**src/rtl/lcdsnp_pkg.sv**
```systemverilog
// shared types and constants for the character lcd port snoop controller
// no dependencies

package lcdsnp_pkg;

   localparam int COLUMNS_DEF = 16;
   localparam int ROWS_DEF    = 2;

   localparam int ADDR_W = 16;
   localparam int BYTE_W = 8;
   localparam int COL_W  = 6;
   localparam int IDX_W  = 5;
   localparam int REQ_W  = 24;
   localparam int RSP_W  = 40;

   localparam logic [ADDR_W-1:0] PORT_BASE_RST = 16'h6000;
   localparam logic [ADDR_W-1:0] CTRL_OFFSET   = 16'h0001;

   localparam logic [BYTE_W-1:0] CHAR_SPACE = 8'h20;
   localparam logic [BYTE_W-1:0] CHAR_LIMIT = 8'h7F;
   localparam logic [BYTE_W-1:0] FUNC_RST   = 8'h38;
   localparam logic [BYTE_W-1:0] ENTRY_RST  = 8'h06;

   localparam logic [BYTE_W-1:0] CMD_CLEAR      = 8'h01;
   localparam logic [BYTE_W-1:0] CMD_MASK_WIDE  = 8'hF8;
   localparam logic [BYTE_W-1:0] CMD_MASK_NARR  = 8'hFC;
   localparam logic [BYTE_W-1:0] CMD_FUNC_SET   = 8'h38;
   localparam logic [BYTE_W-1:0] CMD_DISP_CTRL  = 8'h08;
   localparam logic [BYTE_W-1:0] CMD_ENTRY_MODE = 8'h04;

   localparam int CTRL_RS_BIT = 5;
   localparam int CTRL_RW_BIT = 6;
   localparam int CTRL_E_BIT  = 7;

   typedef enum logic {
      OP_BUS_WRITE = 1'b0,
      OP_CELL_READ = 1'b1
   } op_type;

   typedef struct packed {
      logic [IDX_W-1:0]  written_index;
      logic              char_written;
      logic [BYTE_W-1:0] entry_word;
      logic [BYTE_W-1:0] function_word;
      logic              caret_blink;
      logic              caret_visible;
      logic              disp_enable;
      logic [COL_W-1:0]  pos_col;
      logic              pos_row;
   } status_type;

endpackage

```
**src/rtl/lcdsnp_ram.sv**
```systemverilog
// generic single-port-write, single-port-read ram with registered read
// no dependencies

module lcdsnp_ram #(
   parameter int WIDTH = 8,
   parameter int DEPTH = 32
) (
   input  logic                     clock,
   input  logic                     we,
   input  logic [$clog2(DEPTH)-1:0] waddr,
   input  logic [WIDTH-1:0]         wdata,
   input  logic                     re,
   input  logic [$clog2(DEPTH)-1:0] raddr,
   output logic [WIDTH-1:0]         rdata
);

   logic [WIDTH-1:0] mem [DEPTH];
   logic [WIDTH-1:0] rdata_ff;

   always_ff @(posedge clock) begin
      if (we) begin
         mem[waddr] <= wdata;
      end
      if (re) begin
         rdata_ff <= mem[raddr];
      end
   end

   assign rdata = rdata_ff;

endmodule

```
**src/rtl/char_lcd_port_snoop_controller.sv**
```systemverilog
// top level of the character lcd port snoop controller
// depends on lcdsnp_pkg and lcdsnp_ram
// path: an accepted request passes the input register, then the result register with the
//   registered cell ram read, before its response is presented
// throughput: one request per cycle; input waits only while a response is held back
// reset: synchronous; cell valid bits clear at once so every cell reads as a space,
//   no clearing pass

module char_lcd_port_snoop_controller #(
   parameter int COLUMNS = lcdsnp_pkg::COLUMNS_DEF,
   parameter int ROWS    = lcdsnp_pkg::ROWS_DEF
) (
   input  logic                           clock,
   input  logic                           reset,
   // address [15:0], value [23:16]
   input  logic [lcdsnp_pkg::REQ_W-1:0]   req_tdata,
   // operation [0]
   input  logic                           req_tuser,
   input  logic                           req_tvalid,
   output logic                           req_tready,
   // read_data [7:0], pos_row [8], pos_col [14:9], disp_enable [15], caret_visible [16],
   // caret_blink [17], function_word [25:18], entry_word [33:26], char_written [34],
   // written_index [39:35]
   output logic [lcdsnp_pkg::RSP_W-1:0]   rsp_tdata,
   output logic                           rsp_tvalid,
   input  logic                           rsp_tready,
   input  logic                           csr_we,
   input  logic [lcdsnp_pkg::ADDR_W-1:0]  csr_wdata
);

   localparam int NCELLS  = ROWS * COLUMNS;
   localparam int CELL_AW = $clog2(NCELLS);
   localparam int ROW_W   = (ROWS > 2) ? 2 : 1;
   localparam int PW      = CELL_AW + 7;
   localparam int COL_W   = lcdsnp_pkg::COL_W;
   localparam int BYTE_W  = lcdsnp_pkg::BYTE_W;
   localparam int ADDR_W  = lcdsnp_pkg::ADDR_W;

   // configuration and display state
   logic [ADDR_W-1:0] port_base_ff;
   logic [ROW_W-1:0]  row_ff, row_in;
   logic [COL_W-1:0]  col_ff, col_in;
   logic              disp_ff, disp_in;
   logic              cur_ff, cur_in;
   logic              blink_ff, blink_in;
   logic [BYTE_W-1:0] func_ff, func_in;
   logic [BYTE_W-1:0] entry_ff, entry_in;
   logic [BYTE_W-1:0] latched_ff, latched_in;
   logic              prev_e_ff, prev_e_in;
   logic [NCELLS-1:0] valid_ff, valid_in;

   // input register
   logic                 p_valid_ff;
   lcdsnp_pkg::op_type   p_op_ff;
   logic [ADDR_W-1:0]    p_addr_ff;
   logic [BYTE_W-1:0]    p_value_ff;

   // result register
   logic                   s_valid_ff;
   lcdsnp_pkg::status_type s_status_ff, s_status_in;
   logic                   s_read_ok_ff, s_read_ok_in;
   logic                   s_hit_ff, s_hit_in;

   logic              stall, advance;
   logic              is_data, is_ctrl, fire, printable, on_grid, do_char, do_cmd, do_clear;
   logic [PW-1:0]     pos_wide, rd_wide;
   logic [CELL_AW-1:0] waddr, raddr;
   logic              in_range, is_read;
   logic [BYTE_W-1:0] ram_q, read_data;
   logic [BYTE_W-1:0] cmd;

   assign stall      = s_valid_ff & ~rsp_tready;
   assign advance    = p_valid_ff & ~stall;
   assign req_tready = ~p_valid_ff | ~stall;

   assign is_read = (p_op_ff == lcdsnp_pkg::OP_CELL_READ);
   assign is_data = !is_read && (p_addr_ff == port_base_ff);
   assign is_ctrl = !is_read && (p_addr_ff == port_base_ff + lcdsnp_pkg::CTRL_OFFSET);
   assign fire    = is_ctrl && prev_e_ff && !p_value_ff[lcdsnp_pkg::CTRL_E_BIT]
                    && !p_value_ff[lcdsnp_pkg::CTRL_RW_BIT];
   assign cmd     = latched_ff;

   assign printable = (latched_ff >= lcdsnp_pkg::CHAR_SPACE)
                      && (latched_ff < lcdsnp_pkg::CHAR_LIMIT);
   assign on_grid   = ({1'b0, row_ff} < (ROW_W+1)'(ROWS)) && (col_ff < COL_W'(COLUMNS));
   assign do_char   = fire && p_value_ff[lcdsnp_pkg::CTRL_RS_BIT] && printable && on_grid;
   assign do_cmd    = fire && !p_value_ff[lcdsnp_pkg::CTRL_RS_BIT];
   assign do_clear  = do_cmd && (cmd == lcdsnp_pkg::CMD_CLEAR);

   assign pos_wide = PW'(row_ff) * PW'(COLUMNS) + PW'(col_ff);
   assign waddr    = pos_wide[CELL_AW-1:0];
   assign rd_wide  = PW'(p_addr_ff[lcdsnp_pkg::IDX_W-1:0]);
   assign in_range = rd_wide < PW'(NCELLS);
   assign raddr    = rd_wide[CELL_AW-1:0];

   always_comb begin
      row_in     = row_ff;
      col_in     = col_ff;
      disp_in    = disp_ff;
      cur_in     = cur_ff;
      blink_in   = blink_ff;
      func_in    = func_ff;
      entry_in   = entry_ff;
      latched_in = latched_ff;
      prev_e_in  = prev_e_ff;
      valid_in   = valid_ff;
      if (is_data) begin
         latched_in = p_value_ff;
      end
      if (is_ctrl) begin
         prev_e_in = p_value_ff[lcdsnp_pkg::CTRL_E_BIT];
      end
      if (do_char) begin
         valid_in[waddr] = 1'b1;
         if (col_ff + COL_W'(1) >= COL_W'(COLUMNS)) begin
            col_in = '0;
            row_in = ({1'b0, row_ff} == (ROW_W+1)'(ROWS - 1)) ? '0 : row_ff + ROW_W'(1);
         end else begin
            col_in = col_ff + COL_W'(1);
         end
      end
      if (do_cmd) begin
         if (do_clear) begin
            valid_in = '0;
            row_in   = '0;
            col_in   = '0;
            disp_in  = 1'b1;
            cur_in   = 1'b0;
            blink_in = 1'b0;
            func_in  = lcdsnp_pkg::FUNC_RST;
            entry_in = lcdsnp_pkg::ENTRY_RST;
         end else if ((cmd & lcdsnp_pkg::CMD_MASK_WIDE) == lcdsnp_pkg::CMD_FUNC_SET) begin
            func_in = cmd;
         end else if ((cmd & lcdsnp_pkg::CMD_MASK_WIDE) == lcdsnp_pkg::CMD_DISP_CTRL) begin
            disp_in  = cmd[2];
            cur_in   = cmd[1];
            blink_in = cmd[0];
         end else if ((cmd & lcdsnp_pkg::CMD_MASK_NARR) == lcdsnp_pkg::CMD_ENTRY_MODE) begin
            entry_in = cmd;
         end else if (cmd[7]) begin
            // ddram address, row 1 starts at 0x40
            if (!cmd[6]) begin
               row_in = '0;
               col_in = cmd[COL_W-1:0];
            end else if (cmd[COL_W-1:0] < COL_W'(COLUMNS)) begin
               row_in = ROW_W'(1);
               col_in = cmd[COL_W-1:0];
            end
         end
      end
   end

   always_comb begin
      s_status_in.pos_row       = row_in[0];
      s_status_in.pos_col       = col_in;
      s_status_in.disp_enable   = disp_in;
      s_status_in.caret_visible = cur_in;
      s_status_in.caret_blink   = blink_in;
      s_status_in.function_word = func_in;
      s_status_in.entry_word    = entry_in;
      s_status_in.char_written  = do_char;
      s_status_in.written_index = do_char ? pos_wide[lcdsnp_pkg::IDX_W-1:0] : '0;
      s_read_ok_in              = is_read && in_range;
      s_hit_in                  = is_read && in_range && valid_ff[raddr];
   end

   always_ff @(posedge clock) begin
      if (reset) begin
         port_base_ff <= lcdsnp_pkg::PORT_BASE_RST;
      end else if (csr_we) begin
         port_base_ff <= csr_wdata;
      end
   end

   always_ff @(posedge clock) begin
      if (reset) begin
         row_ff     <= '0;
         col_ff     <= '0;
         disp_ff    <= 1'b1;
         cur_ff     <= 1'b0;
         blink_ff   <= 1'b0;
         func_ff    <= lcdsnp_pkg::FUNC_RST;
         entry_ff   <= lcdsnp_pkg::ENTRY_RST;
         latched_ff <= '0;
         prev_e_ff  <= 1'b0;
         valid_ff   <= '0;
      end else if (advance) begin
         row_ff     <= row_in;
         col_ff     <= col_in;
         disp_ff    <= disp_in;
         cur_ff     <= cur_in;
         blink_ff   <= blink_in;
         func_ff    <= func_in;
         entry_ff   <= entry_in;
         latched_ff <= latched_in;
         prev_e_ff  <= prev_e_in;
         valid_ff   <= valid_in;
      end
   end

   // input register
   always_ff @(posedge clock) begin
      if (reset) begin
         p_valid_ff <= 1'b0;
      end else if (req_tready) begin
         p_valid_ff <= req_tvalid;
      end
   end

   always_ff @(posedge clock) begin
      if (req_tvalid && req_tready) begin
         p_op_ff    <= lcdsnp_pkg::op_type'(req_tuser);
         p_addr_ff  <= req_tdata[ADDR_W-1:0];
         p_value_ff <= req_tdata[ADDR_W +: BYTE_W];
      end
   end

   // result register
   always_ff @(posedge clock) begin
      if (reset) begin
         s_valid_ff <= 1'b0;
      end else if (!stall) begin
         s_valid_ff <= p_valid_ff;
      end
   end

   always_ff @(posedge clock) begin
      if (advance) begin
         s_status_ff  <= s_status_in;
         s_read_ok_ff <= s_read_ok_in;
         s_hit_ff     <= s_hit_in;
      end
   end

   lcdsnp_ram #(
      .WIDTH (BYTE_W),
      .DEPTH (NCELLS)
   ) u_cells (
      .clock (clock),
      .we    (advance && do_char),
      .waddr (waddr),
      .wdata (latched_ff),
      .re    (advance && s_read_ok_in),
      .raddr (raddr),
      .rdata (ram_q)
   );

   // never-written cells read as spaces
   assign read_data = !s_read_ok_ff ? '0 : (s_hit_ff ? ram_q : lcdsnp_pkg::CHAR_SPACE);

   assign rsp_tvalid = s_valid_ff;
   assign rsp_tdata  = {s_status_ff, read_data};

   // assertions
   a_accept_loads : assert property (@(posedge clock) disable iff (reset)
      req_tvalid && req_tready |=> p_valid_ff)
      else $error("accepted request not held in input register");

   a_col_after_write : assert property (@(posedge clock) disable iff (reset)
      s_valid_ff && s_status_ff.char_written |-> s_status_ff.pos_col < COL_W'(COLUMNS))
      else $error("cursor column off grid after a character write");

   a_clear_valid : assert property (@(posedge clock) disable iff (reset)
      $past(advance && do_clear) |-> valid_ff == '0)
      else $error("cell store not cleared by clear command");

endmodule

```
**config.mk**
```make
export PLATFORM = sky130hd
export DESIGN_NAME = char_lcd_port_snoop_controller
export DESIGN_NICKNAME = d
export VERILOG_FILES = /design/src/rtl/lcdsnp_pkg.sv /design/src/rtl/lcdsnp_ram.sv /design/src/rtl/char_lcd_port_snoop_controller.sv
export SDC_FILE = /design/constraint.sdc
export NUM_CORES = 1
export LEC_CHECK = 0
export BUFFER_PORTS_ARGS = -buffer_cell sky130_fd_sc_hd__buf_2
export CORE_AREA = 8 8 254 256
export CTS_CLUSTER_DIAMETER = 200
export DETAILED_ROUTE_END_ITERATION = 16
export DIE_AREA = 0 0 262 264
export SLEW_MARGIN = 20
export SYNTH_ARGS = -nofsm -noshare
export SYNTH_HDL_FRONTEND = slang
export SYNTH_HIERARCHICAL = 1
export SYNTH_SLANG_ARGS = --single-unit
export TNS_END_PERCENT = 100
```
**constraint.sdc**
```tcl
create_clock -name clock -period 10.2 [get_ports clock]
set_input_delay 3.06 -clock clock [delete_from_list [all_inputs] [get_ports clock]]
set_output_delay 3.06 -clock clock [all_outputs]
set_load 0.01 [all_outputs]
```
==> results of run 1 <==
==> stage by stage <==
| step | worst slack, ns | power [mW] | util | cell area [um^2] |
|---|---|---|---|---|
| after CTS | 3.54 | 3.62 | 0.320 | 19400 |
| after detailed placement | 3.54 | 1.99 | 0.295 | 18000 |
| final | 3.53 | 3.59 | 0.320 | 19400 |
| after floorplan | 3.78 | 1.94 | - | 16700 |
| after global placement | 3.53 | 1.99 | 0.295 | 18000 |
| after global routing | 3.43 | 3.69 | 0.320 | 19400 |
==> cell families after synthesis <==
family          share of synthesized area
buf+inv                            0.0202
mux                                 0.145
fa+ha+maj                         0.00375
flops                               0.684
compound gates                     0.0423
xor+xnor                           0.0131
simple gates                       0.0924
==> flip-flops by register name, indices dropped and copies added, names as in the netlist, 6 cells and up <==
signal,flops
cmd,8
func_ff,8
u_cells/mem,256
entry_ff,8
port_base_ff,16
valid_ff,32
p_addr_ff,16
col_ff,6
rsp_tdata,32
u_cells/rdata,8
p_value_ff,8
==> area by class of cell <==
cell class / instances / area, um^2 / area share
Clock inverter: 22 / 299 / 0.0154
Timing Repair Buffer: 104 / 563 / 0.0290
Clock buffer: 59 / 1190 / 0.0611
Sequential cell: 408 / 11400 / 0.586
Tap cell: 790 / 988 / 0.0508
Multi-Input combinational cell: 569 / 4950 / 0.255
Inverter: 14 / 52.6 / 0.00270
==> cells in the mapped netlist (9+ instances only) <==
library cell | n | area [um^2]
mux4_2 | 84 | 1890
nand2b_1 | 9 | 56.3
clkbuf_1 | 30 | 113
inv_1 | 14 | 52.6
and3_1 | 11 | 68.8
xnor2_1 | 15 | 131
and2_1 | 13 | 81.3
o21ai_0 | 14 | 70.1
nand4_1 | 13 | 81.3
a31oi_1 | 34 | 213
nor3_1 | 14 | 70.1
xor2_1 | 10 | 87.6
nand3_1 | 26 | 130
nor4_1 | 10 | 62.6
nor2_1 | 123 | 462
edfxtp_1 | 323 | 9700
buf_2 | 11 | 55.1
nor2b_1 | 14 | 87.6
a21oi_1 | 24 | 120
mux2i_1 | 27 | 270
dfxtp_1 | 85 | 1700
nand2_1 | 33 | 124
==> worst max path at each step <==
stage                     cells past startpoint  slack (ns)          to  startpoint
after floorplan                               2        3.78  req_tready  rsp_tready
after global routing                          4        3.43  req_tready  rsp_tready
final                                         4        3.53  req_tready  rsp_tready
after CTS                                     4        3.54  req_tready  rsp_tready
after global placement                        4        3.53  req_tready  rsp_tready
after detailed placement                      4        3.54  req_tready  rsp_tready
==> report_power, final <==
group,switching (mW),internal (mW)
logic,0.0784,0.0563
registers,0.0242,1.79
clock network,0.656,0.977
total,0.758,2.83
==> metal layers <==
| layer | up-vias | GRT usage | share of wire |
|---|---|---|---|
| li1 | 4274 | - | - |
| met1 | 4846 | 0.158 | 0.46 |
| met3 | 64 | 0.0228 | 0.060 |
| met5 | - | 0 | 0 |
| met4 | 0 | 0.0349 | 0.022 |
| met2 | 333 | 0.177 | 0.46 |
==> run summary, run 1 <==
Fmax: 150 MHz
Initial antenna violation count: 1
Power density cells: 184 nW/um^2
Pleak: 5.86 nW
Worst r2r src: port_base_ff[2]$_SDFFE_PP0P_
IO buf count: 87
RSZ-0062 raised after global routing: false
Post-route clock period utilization: 0.653
Clock Sinks: 408
R2R Path End: u_cells/mem[30][2]$_DFFE_PP_
Final Setup Violations: 0
First-pass iteration count of the detailed router: 7
HPWL after detailed placement: 25500 um
Synthesized instance count: 1048
WHS Endpoint: func_ff[3]$_SDFFE_PP1P_
Seq/Total Area, Yosys: 0.684
FFs w/ async S/R, synth: 0
Hold Path Depth: 1
Antenna fix cells: 0
H-tree depth: 2
# rows: 91
Chip width: 262 um
WL final: 39800 um
Cell Chain, Critical Path: buf_2, nor2b_1, nand2_1, buf_2
IO Count: 88
Gr ovfl total: 0
Post-synthesis cell area: 16700 um^2
Critical Path Source Type: primary input
Syn nets: 1099
Yosys warns: 6
Outcome: finished, final reports clean
WP data arrival: 3.61 ns
Max-Cap Viols: 0
Commonest non-fill, non-tap cell in the layout: edfxtp_1
Wire per inst: 20.2 um
Crit path buf inv count: 2
Setup bufs post-CTS: 0
Crit-path max FO: 4
Post_cts resized: 0
DRC: 0
Hold path start: func_ff[3]$_SDFFE_PP1P_
Synth cell types: 63
Delay-heaviest family, CP: simple AND/OR/NAND/NOR gates
ANT nets after route: 0
Largest net degree at the start of global routing: 71
VDD IR-drop max: 0.104 mV
Initial DRC count: 849
Most used DFF post-synth: edfxtp_1
Vias in the first global route: 9752
Most common cell on crit path: buf_2
Placed insts: 1885
Die Y-Extent: 264 um
Fin Hold WS: 0.433 ns
Setup_tns: 0 ns
Crit path max-delay cell type: nor2b_1
Relative slew slack: 0.324
Via density: 4.84
P&R area growth vs syn: 16.6%
Crit Path Class: in -> out
Fill cells: 5955
Clock latency on the worst-skew pair: 0.58 ns
Worst Skew: 0.0275 ns
Vias: 9517
CTS root buf: clkbuf_16
TritonCTS Buffers: 44
Routability cong.: 0.799
Final count of pins violating max slew: 0
Core area: 60800 um^2
Area of the die: 69200 um^2
CTS max path bufs: 3
CP peak stage delay: 0.21 ns
Reg2reg setup slack: 4.90 ns
Commonest non-fill, non-tap cells in the layout: 323 x edfxtp_1, 123 x nor2_1, 87 x buf_2
Avg Cell Area, Syn: 15.9 um^2
CTS tree: built
HP Class: reg -> reg
Non-Filler Instances: 1966
Worst setup EP type: primary output
First-pass GRT wire length: 61100 um
Worst path required time: 7.14 ns
Final Hold Violating Endpoints: 0
Worst Reg-to-Reg Cells: 9
EDFF count, synth: 323
Initial Utilization: 0.274
Clock slew at reported path FFs: 0.06 ns
Hold_buf cts: 0
Tmin final: 6.67 ns
Tightest Pin Transition: 1.01 ns
Final net count: 1192
Seq cells post-synth: 408
Share of cells above drive strength 1: 0.236
GRT Total Usage: 0.114
No activity file was read; power rests on OpenSTA's default activity.
==> inputs of run 2 (changes only) <==
clock period = 6.64 ns   (was 10.2 ns; I/O delays follow)
==> run summary, run 2 (synthesis gave the netlist of run 1 again) <==
Initial antenna violation count: 0
Hold path start: func_ff[3]$_SDFFE_PP1P_
Post_cts resized: 0
Critical Path Source Type: flop
Clock Sinks: 408
Setup bufs post-CTS: 0
VDD IR-drop max: 0.159 mV
WP data arrival: 5.11 ns
Top reg by flops: u_cells/mem
Initial Utilization: 0.274
CP Depth: 9
Final Hold Violating Endpoints: 0
Fill cells: 5960
Worst Reg-to-Reg Cells: 9
Largest net degree at the start of global routing: 67
Fmax: 203 MHz
Share of cells above drive strength 1: 0.242
Final net count: 1192
Placed insts: 1886
Max-Cap Viols: 0
Cell Chain, Critical Path: nand3_1, or4_1, a211o_1, a2111oi_0, nand4bb_1, nor3_4, buf_4, nand3b_1, nor2_1
IO buf count: 87
R2R Path End: u_cells/mem[2][4]$_DFFE_PP_
Worst path required time: 6.83 ns
Final Setup Violations: 0
P&R area growth vs syn: 16.4%
Routability cong.: 0.857
Initial DRC count: 674
Vias: 9558
Hold Path Depth: 1
HP Class: reg -> reg
Tmin final: 4.92 ns
CP peak stage delay: 0.72 ns
Hold_buf cts: 0
Pleak: 5.83 nW
Worst setup EP type: flop
ANT nets after route: 0
Die Y-Extent: 264 um
TritonCTS Buffers: 43
Max FFs per register: 256
Commonest non-fill, non-tap cells in the layout: 323 x edfxtp_1, 123 x nor2_1, 87 x buf_2
Power density cells: 280 nW/um^2
Crit Path Class: reg -> reg
CTS root buf: clkbuf_16
Relative slew slack: 0.318
Crit-path max FO: 36
Clock slew at reported path FFs: 0.06 ns
CTS max path bufs: 3
Worst r2r src: port_base_ff[2]$_SDFFE_PP0P_
Commonest non-fill, non-tap cell in the layout: edfxtp_1
Non-Filler Instances: 1965
RSZ-0062 raised after global routing: false
Final count of pins violating max slew: 0
WL final: 40700 um
Fin Hold WS: 0.438 ns
Core area: 60800 um^2
DRC: 0
Reg2reg setup slack: 1.72 ns
# rows: 91
Area of the die: 69200 um^2
Post-route clock period utilization: 0.741
Fin util: 0.319
Gr ovfl total: 0
Vias in the first global route: 9744
H-tree depth: 2
Wire per inst: 20.7 um
Chip width: 262 um
Worst Skew: 0.0224 ns
Clock latency on the worst-skew pair: 0.57 ns
IO Count: 88
Delay-heaviest family, CP: simple AND/OR/NAND/NOR gates
Crit path buf inv count: 1
First-pass iteration count of the detailed router: 7
First-pass GRT wire length: 61500 um
GRT Total Usage: 0.116
Outcome: finished, final reports clean
Crit path max-delay cell type: nor2_1
Tightest Pin Transition: 1.02 ns
Via density: 4.86
Antenna fix cells: 0
CTS tree: built
WHS Endpoint: func_ff[3]$_SDFFE_PP1P_
Pwr Total: 5.43 mW
HPWL after detailed placement: 26700 um
Setup_tns: 0 ns
==> run 2: cell count changes in the layout (fill, tap and decap cells not counted), sizes merged <==
| cell | previous run | this run |
|---|---|---|
| clkbuf | 59 | 49 |
| clkinvlp | 1 | 8 |
| buf | 104 | 105 |
| clkinv | 13 | 15 |
| bufinv | 6 | 5 |
==> run 2: metal layers <==
| metal | share of wire | track usage | up-vias |
|---|---|---|---|
| met1 | 0.43 | 0.155 | 4863 |
| met3 | 0.065 | 0.0267 | 53 |
| met4 | 0.018 | 0.0280 | 0 |
| met5 | 0 | 0 | - |
| met2 | 0.48 | 0.190 | 347 |
| li1 | - | - | 4295 |
==> run 2: layout make-up <==
class | count | area [um^2] | area share
sequential | 408 | 11400 | 0.587
multi-input combinational | 569 | 4950 | 0.255
clock buffer | 49 | 1120 | 0.0577
tap | 790 | 988 | 0.0509
timing repair buffer | 105 | 571 | 0.0294
clock inverter | 30 | 324 | 0.0167
inverter | 14 | 52.6 | 0.00271
==> run 2: through the flow <==
step                cell area, um^2  setup WS (ns)
finish                        19400           1.72
global route                  19400           1.32
CTS                           19400           1.72
detailed placement            18000           1.73
global placement              18000           1.90
floorplan                     16700           2.22
==> run 2: how the worst max path moves through the flow <==
| stage | from | end | slack, ns |
|---|---|---|---|
| global route | port_base_ff[2]$_SDFFE_PP0P_ | u_cells/mem[2][4]$_DFFE_PP_ | 1.32 |
| CTS | port_base_ff[2]$_SDFFE_PP0P_ | u_cells/mem[2][4]$_DFFE_PP_ | 1.72 |
| global placement | port_base_ff[2]$_SDFFE_PP0P_ | u_cells/mem[30][3]$_DFFE_PP_ | 1.90 |
| detailed placement | port_base_ff[2]$_SDFFE_PP0P_ | u_cells/mem[2][4]$_DFFE_PP_ | 1.73 |
| floorplan | rsp_tready | u_cells/rdata[0]$_DFFE_PP_ | 2.22 |
| finish | port_base_ff[2]$_SDFFE_PP0P_ | u_cells/mem[2][4]$_DFFE_PP_ | 1.72 |
==> run 2: power breakdown <==
group	switching [mW]	leakage, nW	internal (mW)
clock	1.01	0.678	1.42
sequential	0.0320	3.21	2.76
combinational	0.125	1.94	0.0869
